[src/rtl/npcs_pkg.sv]
`default_nettype none

package npcs_pkg;

	// Widths fixed by the word formats.
	localparam int unsigned COLOR_W = 15;
	localparam int unsigned CHAN_W = 5;
	localparam int unsigned PIX_W = 8;
	localparam int unsigned PAL_IDX_W = 8;
	localparam int unsigned POS_W = 6;
	localparam int unsigned SQ_W = 16;
	localparam int unsigned DIST_W = 18;

	// Operation codes carried in the func field.
	localparam logic FUNC_LOAD = 1'b0;
	localparam logic FUNC_PIXEL = 1'b1;

	localparam logic [CHAN_W-1:0] CHAN_MASK = 5'h1F;
	localparam logic [PIX_W-1:0] KEY_FULL = 8'd255;
	localparam logic [DIST_W-1:0] DIST_BOUND = 18'd65536;
	localparam logic [PAL_IDX_W-1:0] FIRST_SCANNED = 8'd2;
	localparam logic [PAL_IDX_W-1:0] TRANSPARENT_IDX = 8'd0;
	localparam logic [POS_W-1:0] LAST_POS = 6'd63;

	// Tag that travels alongside a palette read through the compare pipeline.
	typedef struct packed {
		logic valid;
		logic last;
		logic [PAL_IDX_W-1:0] idx;
	} scan_tag_t;

endpackage

`default_nettype wire

[src/rtl/npcs_req_if.sv]
`default_nettype none

interface npcs_req_if;
	import npcs_pkg::*;

	logic valid;
	logic ready;
	logic func;
	logic [6:0] pair_index;
	logic [30:0] color_pair;
	logic [PIX_W-1:0] red;
	logic [PIX_W-1:0] green;
	logic [PIX_W-1:0] blue;
	logic [POS_W-1:0] pixel_number;

	modport source (
		output valid, func, pair_index, color_pair, red, green, blue, pixel_number,
		input ready
	);

	modport sink (
		input valid, func, pair_index, color_pair, red, green, blue, pixel_number,
		output ready
	);
endinterface

`default_nettype wire

[src/rtl/npcs_rsp_if.sv]
`default_nettype none

interface npcs_rsp_if;
	import npcs_pkg::*;

	logic valid;
	logic ready;
	logic [PAL_IDX_W-1:0] palette_index;
	logic [POS_W-1:0] tile_position;
	logic is_transparent;

	modport source (
		output valid, palette_index, tile_position, is_transparent,
		input ready
	);

	modport sink (
		input valid, palette_index, tile_position, is_transparent,
		output ready
	);
endinterface

`default_nettype wire

[src/rtl/npcs_ram.sv]
`default_nettype none

module npcs_ram #(
	parameter int unsigned WIDTH = 15,
	parameter int unsigned DEPTH = 256
) (
	input wire logic clk,
	input wire logic we,
	input wire logic [$clog2(DEPTH)-1:0] waddr,
	input wire logic [WIDTH-1:0] wdata,
	input wire logic [$clog2(DEPTH)-1:0] raddr,
	output logic [WIDTH-1:0] rdata
);
	logic [WIDTH-1:0] mem [DEPTH];

	always_ff @(posedge clk) begin
		if (we) begin
			mem[waddr] <= wdata;
		end
		rdata <= mem[raddr];
	end
endmodule

`default_nettype wire

[src/rtl/npcs_dist.sv]
`default_nettype none

module npcs_dist (
	input wire logic clk,
	input wire logic arst_n,
	input wire npcs_pkg::scan_tag_t tag_s1,
	input wire logic [npcs_pkg::COLOR_W-1:0] entry_s1,
	input wire logic [npcs_pkg::PIX_W-1:0] red,
	input wire logic [npcs_pkg::PIX_W-1:0] green,
	input wire logic [npcs_pkg::PIX_W-1:0] blue,
	output npcs_pkg::scan_tag_t tag_s2,
	output logic [npcs_pkg::DIST_W-1:0] dist_s2
);
	import npcs_pkg::*;

	function automatic logic [PIX_W-1:0] abs_diff(input logic [PIX_W-1:0] a,
		input logic [PIX_W-1:0] b);
		return (a > b) ? (a - b) : (b - a);
	endfunction

	logic [PIX_W-1:0] pal_r, pal_g, pal_b;
	logic [PIX_W-1:0] d_r, d_g, d_b;
	logic [SQ_W-1:0] sq_r, sq_g, sq_b;
	logic [SQ_W-1:0] sq_r_s2, sq_g_s2, sq_b_s2;

	// Palette channels are 5 bits wide and are scaled up by eight to match the pixel.
	assign pal_r = {entry_s1[CHAN_W-1:0] & CHAN_MASK, 3'b000};
	assign pal_g = {entry_s1[2*CHAN_W-1:CHAN_W] & CHAN_MASK, 3'b000};
	assign pal_b = {entry_s1[3*CHAN_W-1:2*CHAN_W] & CHAN_MASK, 3'b000};

	assign d_r = abs_diff(pal_r, red);
	assign d_g = abs_diff(pal_g, green);
	assign d_b = abs_diff(pal_b, blue);

	assign sq_r = SQ_W'(d_r) * SQ_W'(d_r);
	assign sq_g = SQ_W'(d_g) * SQ_W'(d_g);
	assign sq_b = SQ_W'(d_b) * SQ_W'(d_b);

	always_ff @(posedge clk or negedge arst_n) begin
		if (!arst_n) begin
			tag_s2 <= '0;
		end else begin
			tag_s2 <= tag_s1;
		end
	end

	always_ff @(posedge clk) begin
		sq_r_s2 <= sq_r;
		sq_g_s2 <= sq_g;
		sq_b_s2 <= sq_b;
	end

	assign dist_s2 = DIST_W'(sq_r_s2) + DIST_W'(sq_g_s2) + DIST_W'(sq_b_s2);
endmodule

`default_nettype wire

[src/rtl/nearest_palette_color_search.sv]
`default_nettype none

// Channel | Direction | Words
// --------+-----------+--------------------------------------------------------
// req     | in        | palette pair load (func 0) or pixel to classify (func 1)
// rsp     | out       | palette index and tile slot, one per pixel word
//
// A load word writes one palette entry as it is taken in and the other in state ST_LOAD2.
// A key-colour pixel is taken straight to the finishing state, with no palette reads.
// Any other pixel reads entries 2 to PALETTE_ENTRIES-1 one per cycle from the palette
// memory through its single read port, then waits for the compare pipeline to drain.
// Reset clears the control state only; the palette is undefined until it is loaded.
// A finished result sits in the output register while the next word is taken in; a
// second result waits inside the block until the first has been taken.

module nearest_palette_color_search #(
	parameter int unsigned PALETTE_ENTRIES = 256
) (
	input wire logic clk,
	input wire logic arst_n,
	npcs_req_if.sink req,
	npcs_rsp_if.source rsp
);
	import npcs_pkg::*;

	localparam int unsigned IDX_W = $clog2(PALETTE_ENTRIES);
	localparam logic [PAL_IDX_W:0] P_LIM = (PAL_IDX_W+1)'(PALETTE_ENTRIES);
	localparam logic [IDX_W-1:0] LAST_IDX = IDX_W'(PALETTE_ENTRIES - 1);

	localparam logic [2:0] ST_IDLE = 3'd0;
	localparam logic [2:0] ST_LOAD2 = 3'd1;
	localparam logic [2:0] ST_SCAN = 3'd2;
	localparam logic [2:0] ST_WAIT = 3'd3;
	localparam logic [2:0] ST_FIN = 3'd4;

	logic [2:0] state_q;

	logic req_acc;
	logic is_key;
	logic [PAL_IDX_W-1:0] even_idx;

	// Held pixel and load data.
	logic [PIX_W-1:0] red_q, green_q, blue_q;
	logic [POS_W-1:0] pos_q;
	logic [PAL_IDX_W-1:0] ld_idx_q;
	logic [COLOR_W-1:0] ld_color_q;

	// Scan control and best-so-far.
	logic [IDX_W-1:0] rd_idx_q;
	logic scan_last;
	scan_tag_t tag_s1;
	scan_tag_t tag_s2;
	logic [COLOR_W-1:0] entry_s1;
	logic [DIST_W-1:0] dist_s2;
	logic [DIST_W-1:0] best_dist_q;
	logic [PAL_IDX_W-1:0] best_idx_q;
	logic transp_q;

	// Output register.
	logic out_valid_q;
	logic [PAL_IDX_W-1:0] out_index_q;
	logic [POS_W-1:0] out_pos_q;
	logic out_transp_q;
	logic out_free;

	// Palette memory write port.
	logic ram_we;
	logic [PAL_IDX_W-1:0] wr_idx;
	logic [COLOR_W-1:0] wr_color;

	assign req.ready = (state_q == ST_IDLE);
	assign req_acc = req.valid && req.ready;
	assign is_key = (req.red == KEY_FULL) && (req.green == '0) && (req.blue == KEY_FULL);
	assign even_idx = {req.pair_index, 1'b0};
	assign scan_last = (rd_idx_q == LAST_IDX);
	assign out_free = !out_valid_q || rsp.ready;

	// The first colour of a pair is written as the word is taken in, the second in the
	// cycle after. An entry beyond the palette is simply not written.
	always_comb begin
		if (state_q == ST_LOAD2) begin
			wr_idx = ld_idx_q;
			wr_color = ld_color_q;
			ram_we = ({1'b0, ld_idx_q} < P_LIM);
		end else begin
			wr_idx = even_idx;
			wr_color = req.color_pair[COLOR_W-1:0];
			ram_we = req_acc && (req.func == FUNC_LOAD) && ({1'b0, even_idx} < P_LIM);
		end
	end

	npcs_ram #(
		.WIDTH(COLOR_W),
		.DEPTH(PALETTE_ENTRIES)
	) u_palette (
		.clk(clk),
		.we(ram_we),
		.waddr(wr_idx[IDX_W-1:0]),
		.wdata(wr_color),
		.raddr(rd_idx_q),
		.rdata(entry_s1)
	);

	npcs_dist u_dist (
		.clk(clk),
		.arst_n(arst_n),
		.tag_s1(tag_s1),
		.entry_s1(entry_s1),
		.red(red_q),
		.green(green_q),
		.blue(blue_q),
		.tag_s2(tag_s2),
		.dist_s2(dist_s2)
	);

	// Control: sequencing of loads and scans, and the read tag that lines up with
	// the memory's registered read data.
	always_ff @(posedge clk or negedge arst_n) begin
		if (!arst_n) begin
			state_q <= ST_IDLE;
			rd_idx_q <= '0;
			tag_s1 <= '0;
			out_valid_q <= 1'b0;
		end else begin
			if ((state_q == ST_FIN) && out_free) begin
				out_valid_q <= 1'b1;
			end else if (rsp.ready) begin
				out_valid_q <= 1'b0;
			end
			if (state_q == ST_SCAN) begin
				tag_s1 <= '{valid: 1'b1, last: scan_last, idx: PAL_IDX_W'(rd_idx_q)};
			end else begin
				tag_s1 <= '0;
			end
			case (state_q)
				ST_IDLE: begin
					if (req_acc) begin
						if (req.func == FUNC_LOAD) begin
							state_q <= ST_LOAD2;
						end else if (is_key) begin
							state_q <= ST_FIN;
						end else begin
							state_q <= ST_SCAN;
							rd_idx_q <= IDX_W'(FIRST_SCANNED);
						end
					end
				end
				ST_LOAD2: begin
					state_q <= ST_IDLE;
				end
				ST_SCAN: begin
					if (scan_last) begin
						state_q <= ST_WAIT;
					end else begin
						rd_idx_q <= rd_idx_q + 1'b1;
					end
				end
				ST_WAIT: begin
					if (tag_s2.valid && tag_s2.last) begin
						state_q <= ST_FIN;
					end
				end
				ST_FIN: begin
					if (out_free) begin
						state_q <= ST_IDLE;
					end
				end
				default: begin
					state_q <= ST_IDLE;
				end
			endcase
		end
	end

	// Data registers: the held pixel, the second colour of a pair, and the running
	// minimum, and the output register data. A strict compare keeps the first entry on a tie.
	always_ff @(posedge clk) begin
		if (req_acc) begin
			red_q <= req.red;
			green_q <= req.green;
			blue_q <= req.blue;
			pos_q <= LAST_POS - req.pixel_number;
			ld_idx_q <= {req.pair_index, 1'b1};
			ld_color_q <= req.color_pair[16 +: COLOR_W];
			best_dist_q <= DIST_BOUND;
			if (is_key) begin
				best_idx_q <= TRANSPARENT_IDX;
				transp_q <= 1'b1;
			end else begin
				best_idx_q <= FIRST_SCANNED;
				transp_q <= 1'b0;
			end
		end else if (tag_s2.valid && (dist_s2 < best_dist_q)) begin
			best_dist_q <= dist_s2;
			best_idx_q <= tag_s2.idx;
		end
		if ((state_q == ST_FIN) && out_free) begin
			out_index_q <= best_idx_q;
			out_pos_q <= pos_q;
			out_transp_q <= transp_q;
		end
	end

	assign rsp.valid = out_valid_q;
	assign rsp.palette_index = out_index_q;
	assign rsp.tile_position = out_pos_q;
	assign rsp.is_transparent = out_transp_q;

	// A transparent result always carries the key index.
	a_transp_index: assert property (@(posedge clk) disable iff (!arst_n)
		rsp.valid && rsp.is_transparent |-> rsp.palette_index == TRANSPARENT_IDX)
		else $error("transparent result with a nonzero index");

	// An ordinary result names a scanned palette entry.
	a_index_range: assert property (@(posedge clk) disable iff (!arst_n)
		rsp.valid && !rsp.is_transparent |->
			(rsp.palette_index >= FIRST_SCANNED) &&
			({1'b0, rsp.palette_index} < P_LIM))
		else $error("result index outside the scanned range");

	// The compare pipeline holds reads only while a scan is in progress.
	a_pipe_in_scan: assert property (@(posedge clk) disable iff (!arst_n)
		tag_s2.valid |-> (state_q == ST_SCAN) || (state_q == ST_WAIT))
		else $error("palette read in flight outside a scan");

	// A finished pixel reaches the output in the cycle after when the register is free.
	a_fin_drains: assert property (@(posedge clk) disable iff (!arst_n)
		(state_q == ST_FIN) && !out_valid_q |=> out_valid_q && (state_q == ST_IDLE))
		else $error("finished result not moved to the output register");
endmodule

`default_nettype wire
[src/flat_wrapper.sv]
// flat-port wrapper written by rule: the top's interface ports become plain ports
module nearest_palette_color_search_flat import npcs_pkg::*;
#(
	parameter int unsigned PALETTE_ENTRIES = 256
)
  (clk, arst_n, req_valid, req_func, req_pair_index, req_color_pair, req_red, req_green, req_blue, req_pixel_number, req_ready, rsp_valid, rsp_palette_index, rsp_tile_position, rsp_is_transparent, rsp_ready);
  npcs_req_if req_i ();
  npcs_rsp_if rsp_i ();
  input wire logic clk;
  input wire logic arst_n;
  input wire logic [$bits(req_i.valid)-1:0] req_valid;
  input wire logic [$bits(req_i.func)-1:0] req_func;
  input wire logic [$bits(req_i.pair_index)-1:0] req_pair_index;
  input wire logic [$bits(req_i.color_pair)-1:0] req_color_pair;
  input wire logic [$bits(req_i.red)-1:0] req_red;
  input wire logic [$bits(req_i.green)-1:0] req_green;
  input wire logic [$bits(req_i.blue)-1:0] req_blue;
  input wire logic [$bits(req_i.pixel_number)-1:0] req_pixel_number;
  output wire logic [$bits(req_i.ready)-1:0] req_ready;
  output wire logic [$bits(rsp_i.valid)-1:0] rsp_valid;
  output wire logic [$bits(rsp_i.palette_index)-1:0] rsp_palette_index;
  output wire logic [$bits(rsp_i.tile_position)-1:0] rsp_tile_position;
  output wire logic [$bits(rsp_i.is_transparent)-1:0] rsp_is_transparent;
  input wire logic [$bits(rsp_i.ready)-1:0] rsp_ready;
  assign req_i.valid = req_valid;
  assign req_i.func = req_func;
  assign req_i.pair_index = req_pair_index;
  assign req_i.color_pair = req_color_pair;
  assign req_i.red = req_red;
  assign req_i.green = req_green;
  assign req_i.blue = req_blue;
  assign req_i.pixel_number = req_pixel_number;
  assign req_ready = req_i.ready;
  assign rsp_valid = rsp_i.valid;
  assign rsp_palette_index = rsp_i.palette_index;
  assign rsp_tile_position = rsp_i.tile_position;
  assign rsp_is_transparent = rsp_i.is_transparent;
  assign rsp_i.ready = rsp_ready;
  nearest_palette_color_search #(.PALETTE_ENTRIES(PALETTE_ENTRIES)) u_core (.clk(clk), .arst_n(arst_n), .req(req_i), .rsp(rsp_i));
endmodule
[config.mk]
export PLATFORM = sky130hd
export DESIGN_NAME = nearest_palette_color_search_flat
export DESIGN_NICKNAME = d
export VERILOG_FILES = /design/src/rtl/npcs_pkg.sv /design/src/rtl/npcs_req_if.sv /design/src/rtl/npcs_rsp_if.sv /design/src/rtl/npcs_ram.sv /design/src/rtl/npcs_dist.sv /design/src/rtl/nearest_palette_color_search.sv /design/src/flat_wrapper.sv
export SDC_FILE = /design/constraint.sdc
export NUM_CORES = 2
export LEC_CHECK = 0
export BUFFER_PORTS_ARGS = -buffer_cell sky130_fd_sc_hd__buf_2
export CORE_MARGIN = 3
export CORE_UTILIZATION = 50
export CTS_BUF_LIST = sky130_fd_sc_hd__clkbuf_8
export CTS_CLUSTER_DIAMETER = 50
export DETAILED_ROUTE_END_ITERATION = 8
export PLACE_DENSITY_LB_ADDON = 0.25
export SYNTH_ARGS = -nofsm -noshare
export SYNTH_HDL_FRONTEND = slang
export SYNTH_HIERARCHICAL = 1
export SYNTH_SLANG_ARGS = --single-unit
[constraint.sdc]
create_clock -name clk -period 12.1 [get_ports clk]
set_clock_uncertainty 0.1 [all_clocks]
set_input_delay 0.605 -clock clk [delete_from_list [all_inputs] [get_ports clk]]
set_output_delay 0.605 -clock clk [all_outputs]
set_load 0.005 [all_outputs]
==> results <==
- In the final timing run, aggregate negative setup slack is 0 ps.
- The worst endpoint required time is between 10000 and 15000 ps.
- The number of antenna violations at the first check in global routing is 35.
- The area of the mapped netlist is 161000 µm².
- The fraction of the cycle the final worst path needs is 0.563.
- The number of CTS-inserted buffers is 627.
- For this block, the via count after detailed routing is 82800.
- Synthesis produced approximately 8000 cells.
- In this run the most critical hold path is launched from req_pixel_number[0].
- The start-to-end type of the worst setup path is flop to flop.
- The global routing usage on met3 is 0.0561.
- The leakage power is 61.2 nW.
- The total half-perimeter wirelength after legalization and detailed placement is about 240000 µm.
- The final count of pins violating max slew was 0.
- The count of buffers from port buffering is between 80 and 90.
- The ratio of cells with drive above 1 in the final layout is 0.244.
- The maximum number of pins on one net before global-route repair is between 100 and 150.
- The least setup slack across all paths after layout is around 5300 ps.
- The library cell used most frequently in the layout, excluding fill and tap cells, is edfxtp_1.
- TritonCTS built the clock tree.
- Based on the critical path, the design can be clocked at up to 147 MHz.
- Clock-pin slew was measured on the worst setup and hold paths at about 60 ps.
- The detailed-router iteration count before antenna repair is 6.
- The iteration-0 DRC count of the detailed router is a little over 10000.
- The root buffer selected by CTS is clkbuf_8.
- Of the synthesized area, sequential elements account for 0.747.
- The worst ir drop on vdd is 0.0000991 V.
- Data on the critical path arrives at its endpoint at approximately 7800 ps.
- The count of hold buffers inserted by post-cts repair is 91.
- Counting flops with an async set or reset pin after synthesis yields a share of 0.00795.
- The global-route track usage on met1 is 0.349.
- The warning count from the yosys run is 6.
- The number of hold violations in the final report is 0.
- The worst setup path is launched from a flop.
- The floorplan step defined a core boundary enclosing 319000 µm².
- Measured against its own limit, the worst slew margin works out to 0.0886.
- For this run, design rule violations remaining after detail routing come to 0.
- The net count of the finished layout is 9045.
- The average instance in the mapped netlist occupies 20.1 µm².
- The count of final setup violators is 0.
- The count of state elements after synthesis is between 4000 and 5000.
- The routability congestion estimate from global placement is 0.845.
- The number of gates resized after CTS is 0.
- From synthesis to final layout, the design area changed by 11.7%.
- The min-delay analysis places its worst path in the category input port to flop.
- Summing all multi-input logic gate instances after layout gives ~38000 µm².
- From bottom edge to top edge, the die measures approximately 570 µm.
- After global routing the overflow that remains totals 0.
- The number of placement rows is about 210.
- The die area is between 300000 and 400000 µm².
- For this configuration, the core starts out at a cell density of 0.504.
- The overall routed net length is 404000 µm.
- Dividing the detail-routed via count by the number of cells gives a little over 6.
- Dividing the detail-routed wire length by the instance count gives approximately 30 µm.
- Across the run, the number of max-cap violations was 0.
- In the global route stage, met2 resource usage came out at 0.383.
- In this run the count of I/O pins placed on the die edge is 90.
- The via count of the first global-routing pass came to approximately 84000.
- The clock period minus final worst setup slack is a little under 7000 ps.
- Across every metal layer, demand over resource in global routing totals 0.246.
- The maximum count of clock buffers along a single path is 4.
- The total power of the final layout is between 20 and 30 mW.
- The critical path starts at u_core/green_q[4].
- The H-tree depth reported by CTS is 6.
- On the final layout, the worst hold slack is about 140 ps.
- The post-detailed-route count of antenna-violating nets is 0.
- The power density over the cells is between 100 and 150 nW/µm².
- The flow ran to the end, and the final reports show no timing, DRC or antenna violations.
- The number of flops mapped to enable cells by yosys is ~3900.
- The global routing stage identified its most utilized layer as met2.
- The pin slew with the least headroom to its limit is about 1400 ps.
- The layout has 23700 filler cells.
- Setup repair after global routing left no endpoint under its margin.
- The type of destination of the critical path is a flop.
- The utilization after layout is 0.562.
- The clock latency on the worst-skew pair is around 1200 ps.
- The buffer count from post-CTS setup fixing is 0.
- The worst setup slack after placement is between 5000 and 6000 ps.
- In this run the critical register-to-register path is launched from u_core/green_q[4].
- The first global-routing pass estimated 584000 µm of wire.
- In this run, distinct cell masters in the synthesized netlist total 93.
- The area used by sequential logic in the layout is about 120000 µm².
- In the layout the commonest cells are edfxtp_1, mux4_2, clkbuf_8.
- The sink count of the clock tree is ~4000.
- Among all flip-flop cells after synthesis, the most frequent one is edfxtp_1.
- In this run the worst path has a maximum fanout of 7.
- The floorplan die width is around 570 µm.
[layer usage]
| metal | wire length [µm] | up-vias |
|---|---|---|
| met3 | 41400 | 682 |
| met5 | 29 | - |
| li1 | - | 34300 |
| met4 | 12500 | 6 |
| met1 | 159000 | 43600 |
| met2 | 191000 | 4286 |
[worst paths after layout]
path | endpoint | slack [ps] | cells past startpoint
setup / recovery | u_core/u_dist/sq_g_s2[12] | 5290 | 21
hold / removal | u_core/pos_q[0] | 140 | 3
setup reg to reg | u_core/u_dist/sq_g_s2[12] | 5290 | 21
hold reg to reg | u_core/u_dist/tag_s2[0] | 240 | 0
max in group asynchronous | u_core/rd_idx_q[3] | 11300 | 4
min in group asynchronous | u_core/tag_s1[5] | 410 | 4
[cells in the mapped netlist, drive strengths merged, types with 57 or more instances]
| cell type | instances | area, µm² |
|---|---|---|
| o21ai | 84 | 435 |
| mux2 | 90 | 1010 |
| nand2 | 139 | 524 |
| a22oi | 222 | 1670 |
| fa | 94 | 1880 |
| dfxtp | 78 | 1560 |
| o221ai | 78 | 689 |
| mux2i | 260 | 2610 |
| nor2 | 401 | 1510 |
| clkbuf | 177 | 667 |
| o22ai | 104 | 651 |
| nor3 | 57 | 285 |
| ha | 150 | 1880 |
| buf | 248 | 1950 |
| inv | 215 | 807 |
| edfxtp | 3916 | 118000 |
| a21oi | 224 | 1120 |
| mux4 | 826 | 18600 |
[area by class of cell]
type	instances	share of cell area
antenna	26	0.000363
clock buffer	645	0.0495
clock inverter	446	0.0126
inverter	217	0.00454
multi-input combinational	3305	0.210
sequential	4026	0.669
tap	4284	0.0299
timing repair buffer	551	0.0242
[worst max-delay path, stage by stage, from the launching register on]
cell	delay, ps
edfxtp_1	450
ha_1	400
a21oi_1	310
nor2_1	140
o32a_1	450
mux2i_1	170
xnor2_1	600
inv_1	290
nand2_1	170
inv_1	60
fa_1	460
fa_1	540
inv_1	60
fa_1	510
fa_1	540
inv_1	50
ha_1	340
o21ai_0	130
o311ai_0	430
o21ai_0	180
nor2b_1	180
xnor2_1	120
[stage by stage]
step                      std cells  area (µm²)
final                         13500      179000
after floorplan                7973      161000
after detailed placement      12300      167000
after global placement        12300      167000
after CTS                     13500      179000
after global routing          13500      179000
[flip-flops by register name, indices dropped and copies added, names as in the netlist, 10 cells and up]
name / flops
u_core/u_palette/rdata: 15
u_core/best_dist_q: 18
u_core/ld_color_q: 15
u_core/tag_s1: 10
u_core/u_dist/sq_g_s2: 15
u_core/u_dist/tag_s2: 10
u_core/u_palette/mem: 3840
u_core/u_dist/sq_r_s2: 15
u_core/u_dist/sq_b_s2: 15
[logic make-up (layout without fill, tap and decap cells)]
kind of cell / Yosys count / after routing / synth area share
AND/OR/NAND/NOR: 860 / 860 / 0.0251
other: 1 / 31 / 0.0000234
multiplexers: 1176 / 1176 / 0.138
flip-flops: 4026 / 4026 / 0.747
adder cells (fa/ha/maj): 244 / 244 / 0.0234
AO/OA/AOI/OAI: 942 / 942 / 0.0402
buffers and inverters: 642 / 1859 / 0.0214
XOR/XNOR: 78 / 78 / 0.00440
[where the power goes]
group,switching (mW),internal [mW],total [mW]
Combinational,0.273,0.0495,0.323
Sequential,0.000312,15.3,15.3
Clock,5.21,5.11,10.3
Power figures use the tool's default switching activity.
